[src/sv/brrl_pkg.sv]
`default_nettype none
// ----------------------------------------------------------------------------
// brrl_pkg: shared types and constants for the runtime rate learner
// Field types, register reset values, arithmetic constants, unit status.
// ----------------------------------------------------------------------------
package brrl_pkg;

    // field types
    typedef logic signed [7:0] t_pct;
    typedef logic [31:0]       t_ms;
    typedef logic [16:0]       t_minutes;
    typedef logic [15:0]       t_rate16;

    // status of a serial arithmetic unit
    typedef struct packed {
        logic busy;
        logic done;
    } t_unit_sts;

    localparam int RATE_BITS_DEF = 16;

    // serial units
    localparam int DIV_DVW = 10;   // divisor width: step count, 1000 or 60
    localparam int MUL_XW  = 7;    // percent factor width, 0..100

    // configuration port
    localparam int   CFG_AW      = 3;
    localparam logic REG_MIN_IDX = 1'b0;
    localparam logic REG_MAX_IDX = 1'b1;

    localparam t_ms CFG_MIN_RST = 32'd10000;
    localparam t_ms CFG_MAX_RST = 32'd14400000;

    localparam logic [DIV_DVW-1:0] MS_PER_SEC  = 10'd1000;
    localparam logic [DIV_DVW-1:0] SEC_PER_MIN = 10'd60;

    localparam t_pct               PCT_FULL   = 8'sd100;
    localparam logic [MUL_XW-1:0]  PCT_FULL_U = 7'd100;
    localparam t_minutes           MINUTES_MAX = 17'd131071;

endpackage

`default_nettype wire

[src/sv/brrl_in_if.sv]
`default_nettype none
// ----------------------------------------------------------------------------
// brrl_in_if: gauge sample channel
// valid/ready handshake carrying one fuel-gauge sample word.
// ----------------------------------------------------------------------------
interface brrl_in_if;
    logic              valid;
    logic              ready;
    brrl_pkg::t_pct    percent;
    logic              charging;
    logic              supply_present;
    brrl_pkg::t_ms     time_ms;

    modport source (output valid, output percent, output charging,
                    output supply_present, output time_ms, input ready);
    modport sink   (input valid, input percent, input charging,
                    input supply_present, input time_ms, output ready);
endinterface

`default_nettype wire

[src/sv/brrl_out_if.sv]
`default_nettype none
// ----------------------------------------------------------------------------
// brrl_out_if: estimate result channel
// valid/ready handshake carrying one runtime estimate word.
// ----------------------------------------------------------------------------
interface brrl_out_if;
    logic                 valid;
    logic                 ready;
    brrl_pkg::t_minutes   minutes_left;
    logic                 estimate_known;
    logic                 rate_changed;
    logic                 changed_is_charge;
    brrl_pkg::t_rate16    changed_rate;

    modport source (output valid, output minutes_left, output estimate_known,
                    output rate_changed, output changed_is_charge,
                    output changed_rate, input ready);
    modport sink   (input valid, input minutes_left, input estimate_known,
                    input rate_changed, input changed_is_charge,
                    input changed_rate, output ready);
endinterface

`default_nettype wire

[src/sv/brrl_div.sv]
`default_nettype none
// ----------------------------------------------------------------------------
// brrl_div: serial restoring divider
// Two quotient bits per cycle; narrow divisor and remainder.
// ----------------------------------------------------------------------------
module brrl_div #(
    parameter int DW = 32
) (
    input  logic                          i_clk,
    input  logic                          i_rst_n,
    input  logic                          i_start,
    input  logic [DW-1:0]                 i_dividend,
    input  logic [brrl_pkg::DIV_DVW-1:0]  i_divisor,
    output logic [DW-1:0]                 o_quot,
    output brrl_pkg::t_unit_sts           o_sts
);
    import brrl_pkg::*;

    localparam int STEPS = DW / 2;
    localparam int CW    = $clog2(STEPS + 1);

    logic [DW-1:0]      r_quot;
    logic [DIV_DVW-1:0] r_rem;
    logic [DIV_DVW-1:0] r_div;
    logic [CW-1:0]      r_cnt;
    logic               r_busy;
    logic               r_done;

    logic [DIV_DVW:0]   rem_a, rem_b;
    logic               ge_a, ge_b;
    logic [DIV_DVW-1:0] rem_a2, rem_b2;

    // two dependent restoring steps
    always_comb begin
        rem_a  = {r_rem, r_quot[DW-1]};
        ge_a   = rem_a >= {1'b0, r_div};
        rem_a2 = ge_a ? DIV_DVW'(rem_a - {1'b0, r_div}) : rem_a[DIV_DVW-1:0];
        rem_b  = {rem_a2, r_quot[DW-2]};
        ge_b   = rem_b >= {1'b0, r_div};
        rem_b2 = ge_b ? DIV_DVW'(rem_b - {1'b0, r_div}) : rem_b[DIV_DVW-1:0];
    end

    always_ff @(posedge i_clk) begin
        if (!i_rst_n) begin
            r_busy <= 1'b0;
            r_done <= 1'b0;
            r_cnt  <= '0;
        end else begin
            r_done <= 1'b0;
            if (i_start) begin
                r_busy <= 1'b1;
                r_cnt  <= CW'(STEPS);
            end else if (r_busy) begin
                r_cnt <= r_cnt - CW'(1);
                if (r_cnt == CW'(1)) begin
                    r_busy <= 1'b0;
                    r_done <= 1'b1;
                end
            end
        end
    end

    always_ff @(posedge i_clk) begin
        if (i_start) begin
            r_quot <= i_dividend;
            r_rem  <= '0;
            r_div  <= i_divisor;
        end else if (r_busy) begin
            r_quot <= {r_quot[DW-3:0], ge_a, ge_b};
            r_rem  <= rem_b2;
        end
    end

    assign o_quot     = r_quot;
    assign o_sts.busy = r_busy;
    assign o_sts.done = r_done;

endmodule

`default_nettype wire

[src/sv/brrl_mul.sv]
`default_nettype none
// ----------------------------------------------------------------------------
// brrl_mul: serial shift-add multiplier
// Percent factor times rate, one factor bit per cycle.
// ----------------------------------------------------------------------------
module brrl_mul #(
    parameter int RATE_BITS = brrl_pkg::RATE_BITS_DEF
) (
    input  logic                                  i_clk,
    input  logic                                  i_rst_n,
    input  logic                                  i_start,
    input  logic [brrl_pkg::MUL_XW-1:0]           i_factor,
    input  logic [RATE_BITS-1:0]                  i_rate,
    output logic [RATE_BITS+brrl_pkg::MUL_XW-1:0] o_prod,
    output brrl_pkg::t_unit_sts                   o_sts
);
    import brrl_pkg::*;

    localparam int PW = RATE_BITS + MUL_XW;
    localparam int CW = $clog2(MUL_XW + 1);

    logic [PW-1:0]     r_acc;
    logic [PW-1:0]     r_mcand;
    logic [MUL_XW-1:0] r_mplier;
    logic [CW-1:0]     r_cnt;
    logic              r_busy;
    logic              r_done;

    always_ff @(posedge i_clk) begin
        if (!i_rst_n) begin
            r_busy <= 1'b0;
            r_done <= 1'b0;
            r_cnt  <= '0;
        end else begin
            r_done <= 1'b0;
            if (i_start) begin
                r_busy <= 1'b1;
                r_cnt  <= CW'(MUL_XW);
            end else if (r_busy) begin
                r_cnt <= r_cnt - CW'(1);
                if (r_cnt == CW'(1)) begin
                    r_busy <= 1'b0;
                    r_done <= 1'b1;
                end
            end
        end
    end

    always_ff @(posedge i_clk) begin
        if (i_start) begin
            r_acc    <= '0;
            r_mcand  <= PW'(i_rate);
            r_mplier <= i_factor;
        end else if (r_busy) begin
            if (r_mplier[0]) begin
                r_acc <= r_acc + r_mcand;
            end
            r_mcand  <= {r_mcand[PW-2:0], 1'b0};
            r_mplier <= {1'b0, r_mplier[MUL_XW-1:1]};
        end
    end

    assign o_prod     = r_acc;
    assign o_sts.busy = r_busy;
    assign o_sts.done = r_done;

endmodule

`default_nettype wire

[src/sv/battery_runtime_rate_learner_top.sv]
`default_nettype none
// ----------------------------------------------------------------------------
// battery_runtime_rate_learner_top: learned battery runtime estimator
// Learns seconds per percent for charge and discharge, reports minutes left.
// ----------------------------------------------------------------------------
// One sample word in gives one result word out. The block works on one sample
// at a time; most of its time goes to the shared serial divider, which retires
// two quotient bits per cycle and runs up to three times per sample (elapsed
// time by step count, interval by 1000, rate product by 60), plus the serial
// multiplier and a sequencer state each for accept, decide, update, estimate
// setup and result load. A finished result sits in an output register, so the
// next sample can be taken while the last result waits; a result that finds
// the output register still full holds the sequencer until it drains.
// Both learned rates start at zero (not learned); the first valid interval
// is taken as is, later ones blend 3/4 old with 1/4 new. Configuration
// (min/max ms per percent step at byte offsets 0 and 4) is to be written by
// the user only while the block is idle; the block does not enforce this.
// ----------------------------------------------------------------------------
module battery_runtime_rate_learner_top #(
    parameter int RATE_BITS = brrl_pkg::RATE_BITS_DEF
) (
    input  logic                         i_clk,
    input  logic                         i_rst_n,
    brrl_in_if.sink                      i_sample,
    brrl_out_if.source                   o_result,
    input  logic                         psel,
    input  logic                         penable,
    input  logic                         pwrite,
    input  logic [brrl_pkg::CFG_AW-1:0]  paddr,
    input  logic [31:0]                  pwdata,
    output logic [31:0]                  prdata,
    output logic                         pready
);
    import brrl_pkg::*;

    // divider width: holds 32-bit times and the percent*rate product, even
    localparam int DW = (RATE_BITS + 8 > 32) ? ((RATE_BITS + 9) / 2) * 2 : 32;
    localparam int PW = RATE_BITS + MUL_XW;
    localparam logic [RATE_BITS-1:0] RATE_MAX = '1;

    // sequencer states
    localparam logic [3:0] S_IDLE     = 4'd0;
    localparam logic [3:0] S_DECIDE   = 4'd1;
    localparam logic [3:0] S_DIV_STEP = 4'd2;
    localparam logic [3:0] S_DIV_SEC  = 4'd3;
    localparam logic [3:0] S_UPDATE   = 4'd4;
    localparam logic [3:0] S_EST      = 4'd5;
    localparam logic [3:0] S_MUL      = 4'd6;
    localparam logic [3:0] S_DIV_MIN  = 4'd7;
    localparam logic [3:0] S_DONE     = 4'd8;

    // ---------------- configuration ----------------
    t_ms r_cfg_min, r_cfg_max;
    logic cfg_wr;

    assign cfg_wr = psel & penable & pwrite;
    assign pready = 1'b1;
    assign prdata = (paddr[2] == REG_MAX_IDX) ? r_cfg_max : r_cfg_min;

    always_ff @(posedge i_clk) begin
        if (!i_rst_n) begin
            r_cfg_min <= CFG_MIN_RST;
            r_cfg_max <= CFG_MAX_RST;
        end else if (cfg_wr) begin
            if (paddr[2] == REG_MAX_IDX) begin
                r_cfg_max <= pwdata;
            end else begin
                r_cfg_min <= pwdata;
            end
        end
    end

    // ---------------- state ----------------
    logic [3:0]            r_state, n_state;
    t_pct                  r_pct, n_pct;          // captured sample
    logic                  r_pwr, n_pwr;
    t_ms                   r_now, n_now;
    t_pct                  r_anc_pct, n_anc_pct;  // anchor
    t_ms                   r_anc_time, n_anc_time;
    logic                  r_anc_pwr, n_anc_pwr;
    logic [RATE_BITS-1:0]  r_dis_rate, n_dis_rate;
    logic [RATE_BITS-1:0]  r_chg_rate, n_chg_rate;
    logic [RATE_BITS-1:0]  r_sec, n_sec;
    logic                  r_chg, n_chg;          // per-sample result
    logic                  r_which, n_which;
    logic [RATE_BITS-1:0]  r_val, n_val;
    t_minutes              r_mins, n_mins;
    logic                  r_known, n_known;
    logic                  r_o_valid, n_o_valid;  // output register
    t_minutes              r_o_mins, n_o_mins;
    logic                  r_o_known, n_o_known;
    logic                  r_o_chg, n_o_chg;
    logic                  r_o_is_chg, n_o_is_chg;
    t_rate16               r_o_rate, n_o_rate;

    // serial units
    logic                  div_start;
    logic [DW-1:0]         div_dividend;
    logic [DIV_DVW-1:0]    div_divisor;
    logic [DW-1:0]         div_quot;
    t_unit_sts             div_sts;
    logic                  mul_start;
    logic [MUL_XW-1:0]     mul_factor;
    logic [RATE_BITS-1:0]  mul_rate;
    logic [PW-1:0]         mul_prod;
    t_unit_sts             mul_sts;

    brrl_div #(.DW(DW)) u_div (
        .i_clk      (i_clk),
        .i_rst_n    (i_rst_n),
        .i_start    (div_start),
        .i_dividend (div_dividend),
        .i_divisor  (div_divisor),
        .o_quot     (div_quot),
        .o_sts      (div_sts)
    );

    brrl_mul #(.RATE_BITS(RATE_BITS)) u_mul (
        .i_clk    (i_clk),
        .i_rst_n  (i_rst_n),
        .i_start  (mul_start),
        .i_factor (mul_factor),
        .i_rate   (mul_rate),
        .o_prod   (mul_prod),
        .o_sts    (mul_sts)
    );

    // ---------------- datapath helpers ----------------
    logic                  in_acc, out_take;
    logic [8:0]            d_steps;     // signed step count, power direction
    t_ms                   elapsed;
    t_ms                   per;
    logic [RATE_BITS-1:0]  cur_rate, nxt_rate, est_rate;
    logic [RATE_BITS+1:0]  blend;
    logic [MUL_XW-1:0]     pct_clip;

    assign in_acc   = i_sample.valid & i_sample.ready;
    assign out_take = r_o_valid & o_result.ready;

    always_comb begin
        d_steps  = r_pwr ? ({r_pct[7], r_pct} - {r_anc_pct[7], r_anc_pct})
                         : ({r_anc_pct[7], r_anc_pct} - {r_pct[7], r_pct});
        elapsed  = r_now - r_anc_time;
        per      = div_quot[31:0];
        cur_rate = r_pwr ? r_chg_rate : r_dis_rate;
        // 3*old + new, then /4
        blend    = {2'b00, cur_rate} + {1'b0, cur_rate, 1'b0} + {2'b00, r_sec};
        nxt_rate = (cur_rate == '0) ? r_sec : blend[RATE_BITS+1:2];
        pct_clip = (r_pct > PCT_FULL) ? PCT_FULL_U : r_pct[MUL_XW-1:0];
        est_rate = r_pwr ? r_chg_rate : r_dis_rate;
    end

    // ---------------- sequencer ----------------
    always_comb begin
        n_state    = r_state;
        n_pct      = r_pct;
        n_pwr      = r_pwr;
        n_now      = r_now;
        n_anc_pct  = r_anc_pct;
        n_anc_time = r_anc_time;
        n_anc_pwr  = r_anc_pwr;
        n_dis_rate = r_dis_rate;
        n_chg_rate = r_chg_rate;
        n_sec      = r_sec;
        n_chg      = r_chg;
        n_which    = r_which;
        n_val      = r_val;
        n_mins     = r_mins;
        n_known    = r_known;
        n_o_valid  = r_o_valid & ~out_take;
        n_o_mins   = r_o_mins;
        n_o_known  = r_o_known;
        n_o_chg    = r_o_chg;
        n_o_is_chg = r_o_is_chg;
        n_o_rate   = r_o_rate;

        div_start    = 1'b0;
        div_dividend = DW'(elapsed);
        div_divisor  = DIV_DVW'(d_steps[6:0]);
        mul_start    = 1'b0;
        mul_factor   = r_pwr ? (PCT_FULL_U - pct_clip) : pct_clip;
        mul_rate     = est_rate;

        case (r_state)
            S_IDLE: begin
                if (in_acc) begin
                    n_pct   = i_sample.percent;
                    n_pwr   = i_sample.charging | i_sample.supply_present;
                    n_now   = i_sample.time_ms;
                    n_chg   = 1'b0;
                    n_which = 1'b0;
                    n_val   = '0;
                    n_mins  = '0;
                    n_known = 1'b0;
                    n_state = S_DECIDE;
                end
            end
            S_DECIDE: begin
                if (r_pct[7] || r_anc_pct[7] || (r_pwr != r_anc_pwr)) begin
                    // no battery, no anchor or power direction flipped
                    n_anc_pct  = r_pct;
                    n_anc_time = r_now;
                    n_anc_pwr  = r_pwr;
                    n_state    = S_EST;
                end else if (r_pct == r_anc_pct) begin
                    n_state = S_EST;
                end else if (d_steps[8] || (d_steps == '0)) begin
                    // moved the wrong way
                    n_anc_pct  = r_pct;
                    n_anc_time = r_now;
                    n_state    = S_EST;
                end else begin
                    div_start  = 1'b1;
                    n_anc_pct  = r_pct;
                    n_anc_time = r_now;
                    n_state    = S_DIV_STEP;
                end
            end
            S_DIV_STEP: begin
                if (div_sts.done) begin
                    if ((per < r_cfg_min) || (per > r_cfg_max)) begin
                        n_state = S_EST;
                    end else begin
                        div_start    = 1'b1;
                        div_dividend = DW'(per);
                        div_divisor  = MS_PER_SEC;
                        n_state      = S_DIV_SEC;
                    end
                end
            end
            S_DIV_SEC: begin
                if (div_sts.done) begin
                    if (div_quot == '0) begin
                        n_sec = RATE_BITS'(1);
                    end else if (div_quot > DW'(RATE_MAX)) begin
                        n_sec = RATE_MAX;
                    end else begin
                        n_sec = RATE_BITS'(div_quot);
                    end
                    n_state = S_UPDATE;
                end
            end
            S_UPDATE: begin
                if (nxt_rate != cur_rate) begin
                    if (r_pwr) begin
                        n_chg_rate = nxt_rate;
                    end else begin
                        n_dis_rate = nxt_rate;
                    end
                    n_chg   = 1'b1;
                    n_which = r_pwr;
                    n_val   = nxt_rate;
                end
                n_state = S_EST;
            end
            S_EST: begin
                if (r_pct[7]) begin
                    n_state = S_DONE;
                end else if (r_pwr && (pct_clip == PCT_FULL_U)) begin
                    n_known = 1'b1;
                    n_state = S_DONE;
                end else if (est_rate == '0) begin
                    n_state = S_DONE;
                end else begin
                    mul_start = 1'b1;
                    n_state   = S_MUL;
                end
            end
            S_MUL: begin
                if (mul_sts.done) begin
                    div_start    = 1'b1;
                    div_dividend = DW'(mul_prod);
                    div_divisor  = SEC_PER_MIN;
                    n_state      = S_DIV_MIN;
                end
            end
            S_DIV_MIN: begin
                if (div_sts.done) begin
                    n_mins  = (div_quot > DW'(MINUTES_MAX)) ? MINUTES_MAX
                                                            : t_minutes'(div_quot);
                    n_known = 1'b1;
                    n_state = S_DONE;
                end
            end
            S_DONE: begin
                if (!r_o_valid || o_result.ready) begin
                    n_o_valid  = 1'b1;
                    n_o_mins   = r_mins;
                    n_o_known  = r_known;
                    n_o_chg    = r_chg;
                    n_o_is_chg = r_which;
                    n_o_rate   = t_rate16'(r_val);
                    n_state    = S_IDLE;
                end
            end
            default: begin
                n_state = S_IDLE;
            end
        endcase
    end

    // control state
    always_ff @(posedge i_clk) begin
        if (!i_rst_n) begin
            r_state    <= S_IDLE;
            r_anc_pct  <= -8'sd1;
            r_anc_time <= '0;
            r_anc_pwr  <= 1'b0;
            r_dis_rate <= '0;
            r_chg_rate <= '0;
            r_o_valid  <= 1'b0;
        end else begin
            r_state    <= n_state;
            r_anc_pct  <= n_anc_pct;
            r_anc_time <= n_anc_time;
            r_anc_pwr  <= n_anc_pwr;
            r_dis_rate <= n_dis_rate;
            r_chg_rate <= n_chg_rate;
            r_o_valid  <= n_o_valid;
        end
    end

    // payload
    always_ff @(posedge i_clk) begin
        r_pct      <= n_pct;
        r_pwr      <= n_pwr;
        r_now      <= n_now;
        r_sec      <= n_sec;
        r_chg      <= n_chg;
        r_which    <= n_which;
        r_val      <= n_val;
        r_mins     <= n_mins;
        r_known    <= n_known;
        r_o_mins   <= n_o_mins;
        r_o_known  <= n_o_known;
        r_o_chg    <= n_o_chg;
        r_o_is_chg <= n_o_is_chg;
        r_o_rate   <= n_o_rate;
    end

    // ---------------- ports ----------------
    assign i_sample.ready             = (r_state == S_IDLE);
    assign o_result.valid             = r_o_valid;
    assign o_result.minutes_left      = r_o_mins;
    assign o_result.estimate_known    = r_o_known;
    assign o_result.rate_changed      = r_o_chg;
    assign o_result.changed_is_charge = r_o_is_chg;
    assign o_result.changed_rate      = r_o_rate;

`ifndef SYNTHESIS
    // shared divider is only started when free
    a_div_free: assert property (@(posedge i_clk) disable iff (!i_rst_n)
        div_start |-> !div_sts.busy)
        else $error("divider started while busy");

    a_mul_free: assert property (@(posedge i_clk) disable iff (!i_rst_n)
        mul_start |-> (!mul_sts.busy && !div_sts.busy))
        else $error("multiplier started while a unit is busy");

    // an unchanged rate reports zero side fields
    a_nochg_zero: assert property (@(posedge i_clk) disable iff (!i_rst_n)
        (o_result.valid && !o_result.rate_changed) |->
            (o_result.changed_rate == '0 && !o_result.changed_is_charge))
        else $error("change fields set without a rate change");

    // an unknown estimate carries zero minutes
    a_unknown_zero: assert property (@(posedge i_clk) disable iff (!i_rst_n)
        (o_result.valid && !o_result.estimate_known) |->
            (o_result.minutes_left == '0))
        else $error("minutes set on unknown estimate");
`endif

endmodule

`default_nettype wire
[src/flat_wrapper.sv]
// flat-port wrapper written by rule: the top's interface ports become plain ports
module battery_runtime_rate_learner_top_flat import brrl_pkg::*;
#(
    parameter int RATE_BITS = brrl_pkg::RATE_BITS_DEF
)
  (i_clk, i_rst_n, psel, penable, pwrite, paddr, pwdata, prdata, pready, i_sample_valid, i_sample_percent, i_sample_charging, i_sample_supply_present, i_sample_time_ms, i_sample_ready, o_result_valid, o_result_minutes_left, o_result_estimate_known, o_result_rate_changed, o_result_changed_is_charge, o_result_changed_rate, o_result_ready);
  brrl_in_if i_sample_i ();
  brrl_out_if o_result_i ();
  input  logic i_clk;
  input  logic i_rst_n;
  input  logic psel;
  input  logic penable;
  input  logic pwrite;
  input  logic [brrl_pkg::CFG_AW-1:0] paddr;
  input  logic [31:0] pwdata;
  output logic [31:0] prdata;
  output logic pready;
  input wire logic [$bits(i_sample_i.valid)-1:0] i_sample_valid;
  input wire logic [$bits(i_sample_i.percent)-1:0] i_sample_percent;
  input wire logic [$bits(i_sample_i.charging)-1:0] i_sample_charging;
  input wire logic [$bits(i_sample_i.supply_present)-1:0] i_sample_supply_present;
  input wire logic [$bits(i_sample_i.time_ms)-1:0] i_sample_time_ms;
  output wire logic [$bits(i_sample_i.ready)-1:0] i_sample_ready;
  output wire logic [$bits(o_result_i.valid)-1:0] o_result_valid;
  output wire logic [$bits(o_result_i.minutes_left)-1:0] o_result_minutes_left;
  output wire logic [$bits(o_result_i.estimate_known)-1:0] o_result_estimate_known;
  output wire logic [$bits(o_result_i.rate_changed)-1:0] o_result_rate_changed;
  output wire logic [$bits(o_result_i.changed_is_charge)-1:0] o_result_changed_is_charge;
  output wire logic [$bits(o_result_i.changed_rate)-1:0] o_result_changed_rate;
  input wire logic [$bits(o_result_i.ready)-1:0] o_result_ready;
  assign i_sample_i.valid = i_sample_valid;
  assign i_sample_i.percent = i_sample_percent;
  assign i_sample_i.charging = i_sample_charging;
  assign i_sample_i.supply_present = i_sample_supply_present;
  assign i_sample_i.time_ms = i_sample_time_ms;
  assign i_sample_ready = i_sample_i.ready;
  assign o_result_valid = o_result_i.valid;
  assign o_result_minutes_left = o_result_i.minutes_left;
  assign o_result_estimate_known = o_result_i.estimate_known;
  assign o_result_rate_changed = o_result_i.rate_changed;
  assign o_result_changed_is_charge = o_result_i.changed_is_charge;
  assign o_result_changed_rate = o_result_i.changed_rate;
  assign o_result_i.ready = o_result_ready;
  battery_runtime_rate_learner_top #(.RATE_BITS(RATE_BITS)) u_core (.i_clk(i_clk), .i_rst_n(i_rst_n), .i_sample(i_sample_i), .o_result(o_result_i), .psel(psel), .penable(penable), .pwrite(pwrite), .paddr(paddr), .pwdata(pwdata), .prdata(prdata), .pready(pready));
endmodule
[config.mk]
export PLATFORM = sky130hd
export DESIGN_NAME = battery_runtime_rate_learner_top_flat
export DESIGN_NICKNAME = d
export VERILOG_FILES = /design/src/sv/brrl_pkg.sv /design/src/sv/brrl_in_if.sv /design/src/sv/brrl_out_if.sv /design/src/sv/brrl_div.sv /design/src/sv/brrl_mul.sv /design/src/sv/battery_runtime_rate_learner_top.sv /design/src/flat_wrapper.sv
export SDC_FILE = /design/constraint.sdc
export NUM_CORES = 1
export LEC_CHECK = 0
export BUFFER_PORTS_ARGS = -buffer_cell sky130_fd_sc_hd__buf_2
export CORE_MARGIN = 4
export CORE_UTILIZATION = 55
export CTS_CLUSTER_SIZE = 14
export DETAILED_ROUTE_END_ITERATION = 10
export PLACE_DENSITY = 0.83
export SKIP_CTS_REPAIR_TIMING = 1
export SYNTH_ARGS = -nofsm -noshare
export SYNTH_HDL_FRONTEND = slang
export SYNTH_HIERARCHICAL = 1
export SYNTH_SLANG_ARGS = --single-unit
[constraint.sdc]
create_clock -name i_clk -period 8.2 [get_ports i_clk]
set_input_delay 0.82 -clock i_clk [delete_from_list [all_inputs] [get_ports i_clk]]
set_output_delay 0.82 -clock i_clk [all_outputs]
set_load 0.01 [all_outputs]
==> summary.txt <==
Layout
  – Count of nets after finishing: around 3,000
  – Final instance area: ~0.026 mm^2
  – Inserted Diodes: 0
  – Area Overhead vs Synth: 10.1%
  – Share of layout cells above drive strength 1: 0.138

Timing
  – Min Clock Period, post-route: around 6.3 ns
  – Relative slew slack: 0.229
  – Setup total negative slack: 0 ns
  – Number of max-slew violations in the final report: 0
  – Tcrit/Tclk final: 0.769
  – Final setup violating endpoints: 0
  – Worst hold slack: 0.412 ns
  – Unrepaired setup endpoints after global routing: false
  – Final clock skew: between 0.01 and 0.015 ns
  – Transition time of the tightest slew-check pin: approximately 1.2 ns
  – Fmax achieved: about 160 MHz
  – Hold Fails Final Rpt: 0

Clock tree
  – Buffer depth of the longest clock path: 3
  – Clock Sink Count: between 300 and 400
  – Clock tree from TritonCTS: done
  – Total clock buffers created by CTS: 43
  – Clock transition time at the flip-flop clock pins of the worst setup and hold paths: about 0.06 ns
  – Number of levels in the clock H-tree: 2
  – Root cell of the clock tree: sky130_fd_sc_hd__clkbuf_16
  – Clk_lat worst skew: 0.58 ns

Drt
  – First drt pass iteration count: 5
  – Final routed wirelength across all metal layers: approximately 65 mm
  – First DRT Iteration DRCs: between 2,000 and 2,500
  – Total number of vias: about 20,000
  – DRC violations left: 0
  – Vias per std cell: roughly 6
  – WL/cell: 19.8 um
  – Post-route ant nets: 0

Placed design
  – Placed cell areas: approximately 0.025 mm^2
  – Input/output buffers: about 150
  – Detail Placement HPWL: around 47 mm
  – Final weighted congestion in routability-driven placement: between 0.9 and 1

Floorplanning
  – Die Footprint: between 0.04 and 0.05 mm^2
  – Starting Density: 0.556
  – Number of primary I/O pins: 155
  – Floorplan core area: 0.0430 mm^2
  – Std cell rows: between 70 and 80
  – Die X: ~220 um
  – Height of the die: roughly 220 um

Power
  – Static leakage power: 10.7 nW
  – Internal Pwr Total: about 4.7 mW
  – Switching Power: roughly 3.0 mW
  – Fraction of power consumed by combinational cells: 0.438
  – Switching fraction of total power: 0.393
  – Power density cells: slightly below 300 mW/mm^2
  – Part of the power in registers: 0.321
  – Worst VDD drop: roughly 180 uV
  – PnR Total Power: between 7 and 8 mW
  – Clock group share of total power: 0.241

Synth
  – Average instance area after synthesis: ~9.4 um^2
  – Synthesized Nets: around 2,800
  – Number of synthesis warnings: 6
  – Cell area after technology mapping: ~0.024 mm^2
  – Syn Inst Count: between 2,000 and 3,000

Global route
  – Total global routing overflow: 0
  – Gr busiest metal: met2
  – Number of antenna violations at the first check in global routing: 0
  – Via count of the first global-routing pass: roughly 19,000
  – Pin count of the biggest net entering global routing: 85
  – First-pass GRT wire length: roughly 100 mm
  – Met2 layer usage reported by global route: 0.447
  – M1 GR Usage: 0.343
  – M3 GR Usage: 0.0379
  – Global Route Usage Sum: 0.268

Critical path
  – Signal arrival time at the worst endpoint: around 6.8 ns
  – Buf/Inv on CP: 1
  – Type of origin of the critical path: flip-flop
  – Slowest cell on crit path: sky130_fd_sc_hd__o31ai_4
  – Endpoint required time on the critical path: 8.68 ns
  – Cell chain of the critical path: mux2i_2 > inv_1 > fa_1 > fa_1 > a211o_1 > a211oi_2 > o21bai_1 > o22ai_1 > nor4b_1 > a211oi_2 > a2111o_1 > o31ai_4 > mux2i_1
  – Type of the worst setup path: reg2reg
  – Kind of end point of the critical path: flip-flop
  – Highest cell delay on the worst timing path: between 1 and 1.5 ns
  – CP max FO: 21
  – Crit path max-delay family: compound AO/OA/AOI/OAI gates

Min path
  – Path class of the lowest-slack min-delay path: in2reg

Status
  – Outcome: completed

Run
  – Number of max-cap violations: 0
-- cell type report --
type / instances / area [um^2]
inverter: 182 / 683
timing repair buffer: 168 / 883
clock inverter: 20 / 141
clock buffer: 60 / 1210
tap: 585 / 732
sequential: 388 / 9710
multi-input combinational: 1864 / 13000
fill: 3560 / 16700
-- through the flow --
stage          instances  worst slack, ns  utilization
2_1_floorplan       2540             2.74            -
3_5_place_dp        3187             1.96        0.581
4_1_cts             3267             1.94        0.612
5_1_grt             3267             1.56        0.612
3_3_place_gp        3187             2.25        0.581
6_report            3267             1.90        0.612
-- state kept, by name, indices dropped and copies added, names as in the netlist, 10 cells and up --
register                      flops
u_core/r_cfg_min                 32
u_core/r_now                     32
u_core/r_sec                     16
u_core/r_anc_time                32
u_core/r_dis_rate                16
u_core/r_cfg_max                 32
u_core/u_div/o_quot              32
u_core/o_result.changed_rate     16
u_core/u_div/r_rem               10
u_core/u_div/r_div               10
u_core/u_mul/r_mcand             23
u_core/u_mul/o_prod              23
u_core/r_chg_rate                16
u_core/r_val                     16
u_core/r_mins                    17
u_core/o_result.minutes_left     17
-- path summary, 6_finish.rpt --
kind / start / endpoint / slack [ns] / depth (start not counted)
max reg2reg: u_core/r_pwr / u_core/r_dis_rate[14] / 1.90 / 13
min: i_sample_time_ms[1] / u_core/r_now[1] / 0.41 / 1
max: u_core/r_pwr / u_core/r_dis_rate[14] / 1.90 / 13
min reg2reg: u_core/r_mins[4] / u_core/o_result.minutes_left[4] / 0.42 / 0
-- routing by layer --
layer	share of wire	up-vias
met2	0.47	810
met4	0.054	0
met1	0.41	9550
met3	0.071	191
li1	-	9411
met5	0	-
-- power groups by stage --
| stage | clock, mW | combinational (mW) | sequential [mW] |
|---|---|---|---|
| floorplan | 0 | 2.60 | 2.42 |
| global placement | 0 | 3.19 | 2.50 |
| detailed placement | 0 | 3.29 | 2.51 |
| CTS | 1.91 | 3.32 | 2.47 |
| global route | 1.99 | 3.70 | 2.50 |
| finish | 1.87 | 3.39 | 2.48 |
-- placed cells by master (no fill, tap or decap), drive strengths merged, types with 11 or more instances in the layout --
| master | n |
|---|---|
| nand2 | 364 |
| clkbuf | 60 |
| dfxtp | 194 |
| or3 | 30 |
| nor4 | 26 |
| nor2b | 16 |
| nand2b | 23 |
| nand4 | 31 |
| a22oi | 27 |
| a31oi | 12 |
| nand3 | 37 |
| xor2 | 29 |
| o21bai | 18 |
| and2 | 22 |
| buf | 168 |
| nor2 | 146 |
| nor3 | 36 |
| edfxtp | 194 |
| o31ai | 12 |
| a211o | 13 |
| mux2 | 66 |
| o21ai | 127 |
| clkinv | 14 |
| mux2i | 68 |
| a311oi | 11 |
| ha | 173 |
| o211ai | 39 |
| a21oi | 204 |
| fa | 22 |
| xnor2 | 46 |
| inv | 186 |
| o21a | 29 |
| a211oi | 27 |
| and3 | 13 |
| a21o | 68 |
Note: power is estimated with default switching activity, not from simulation.
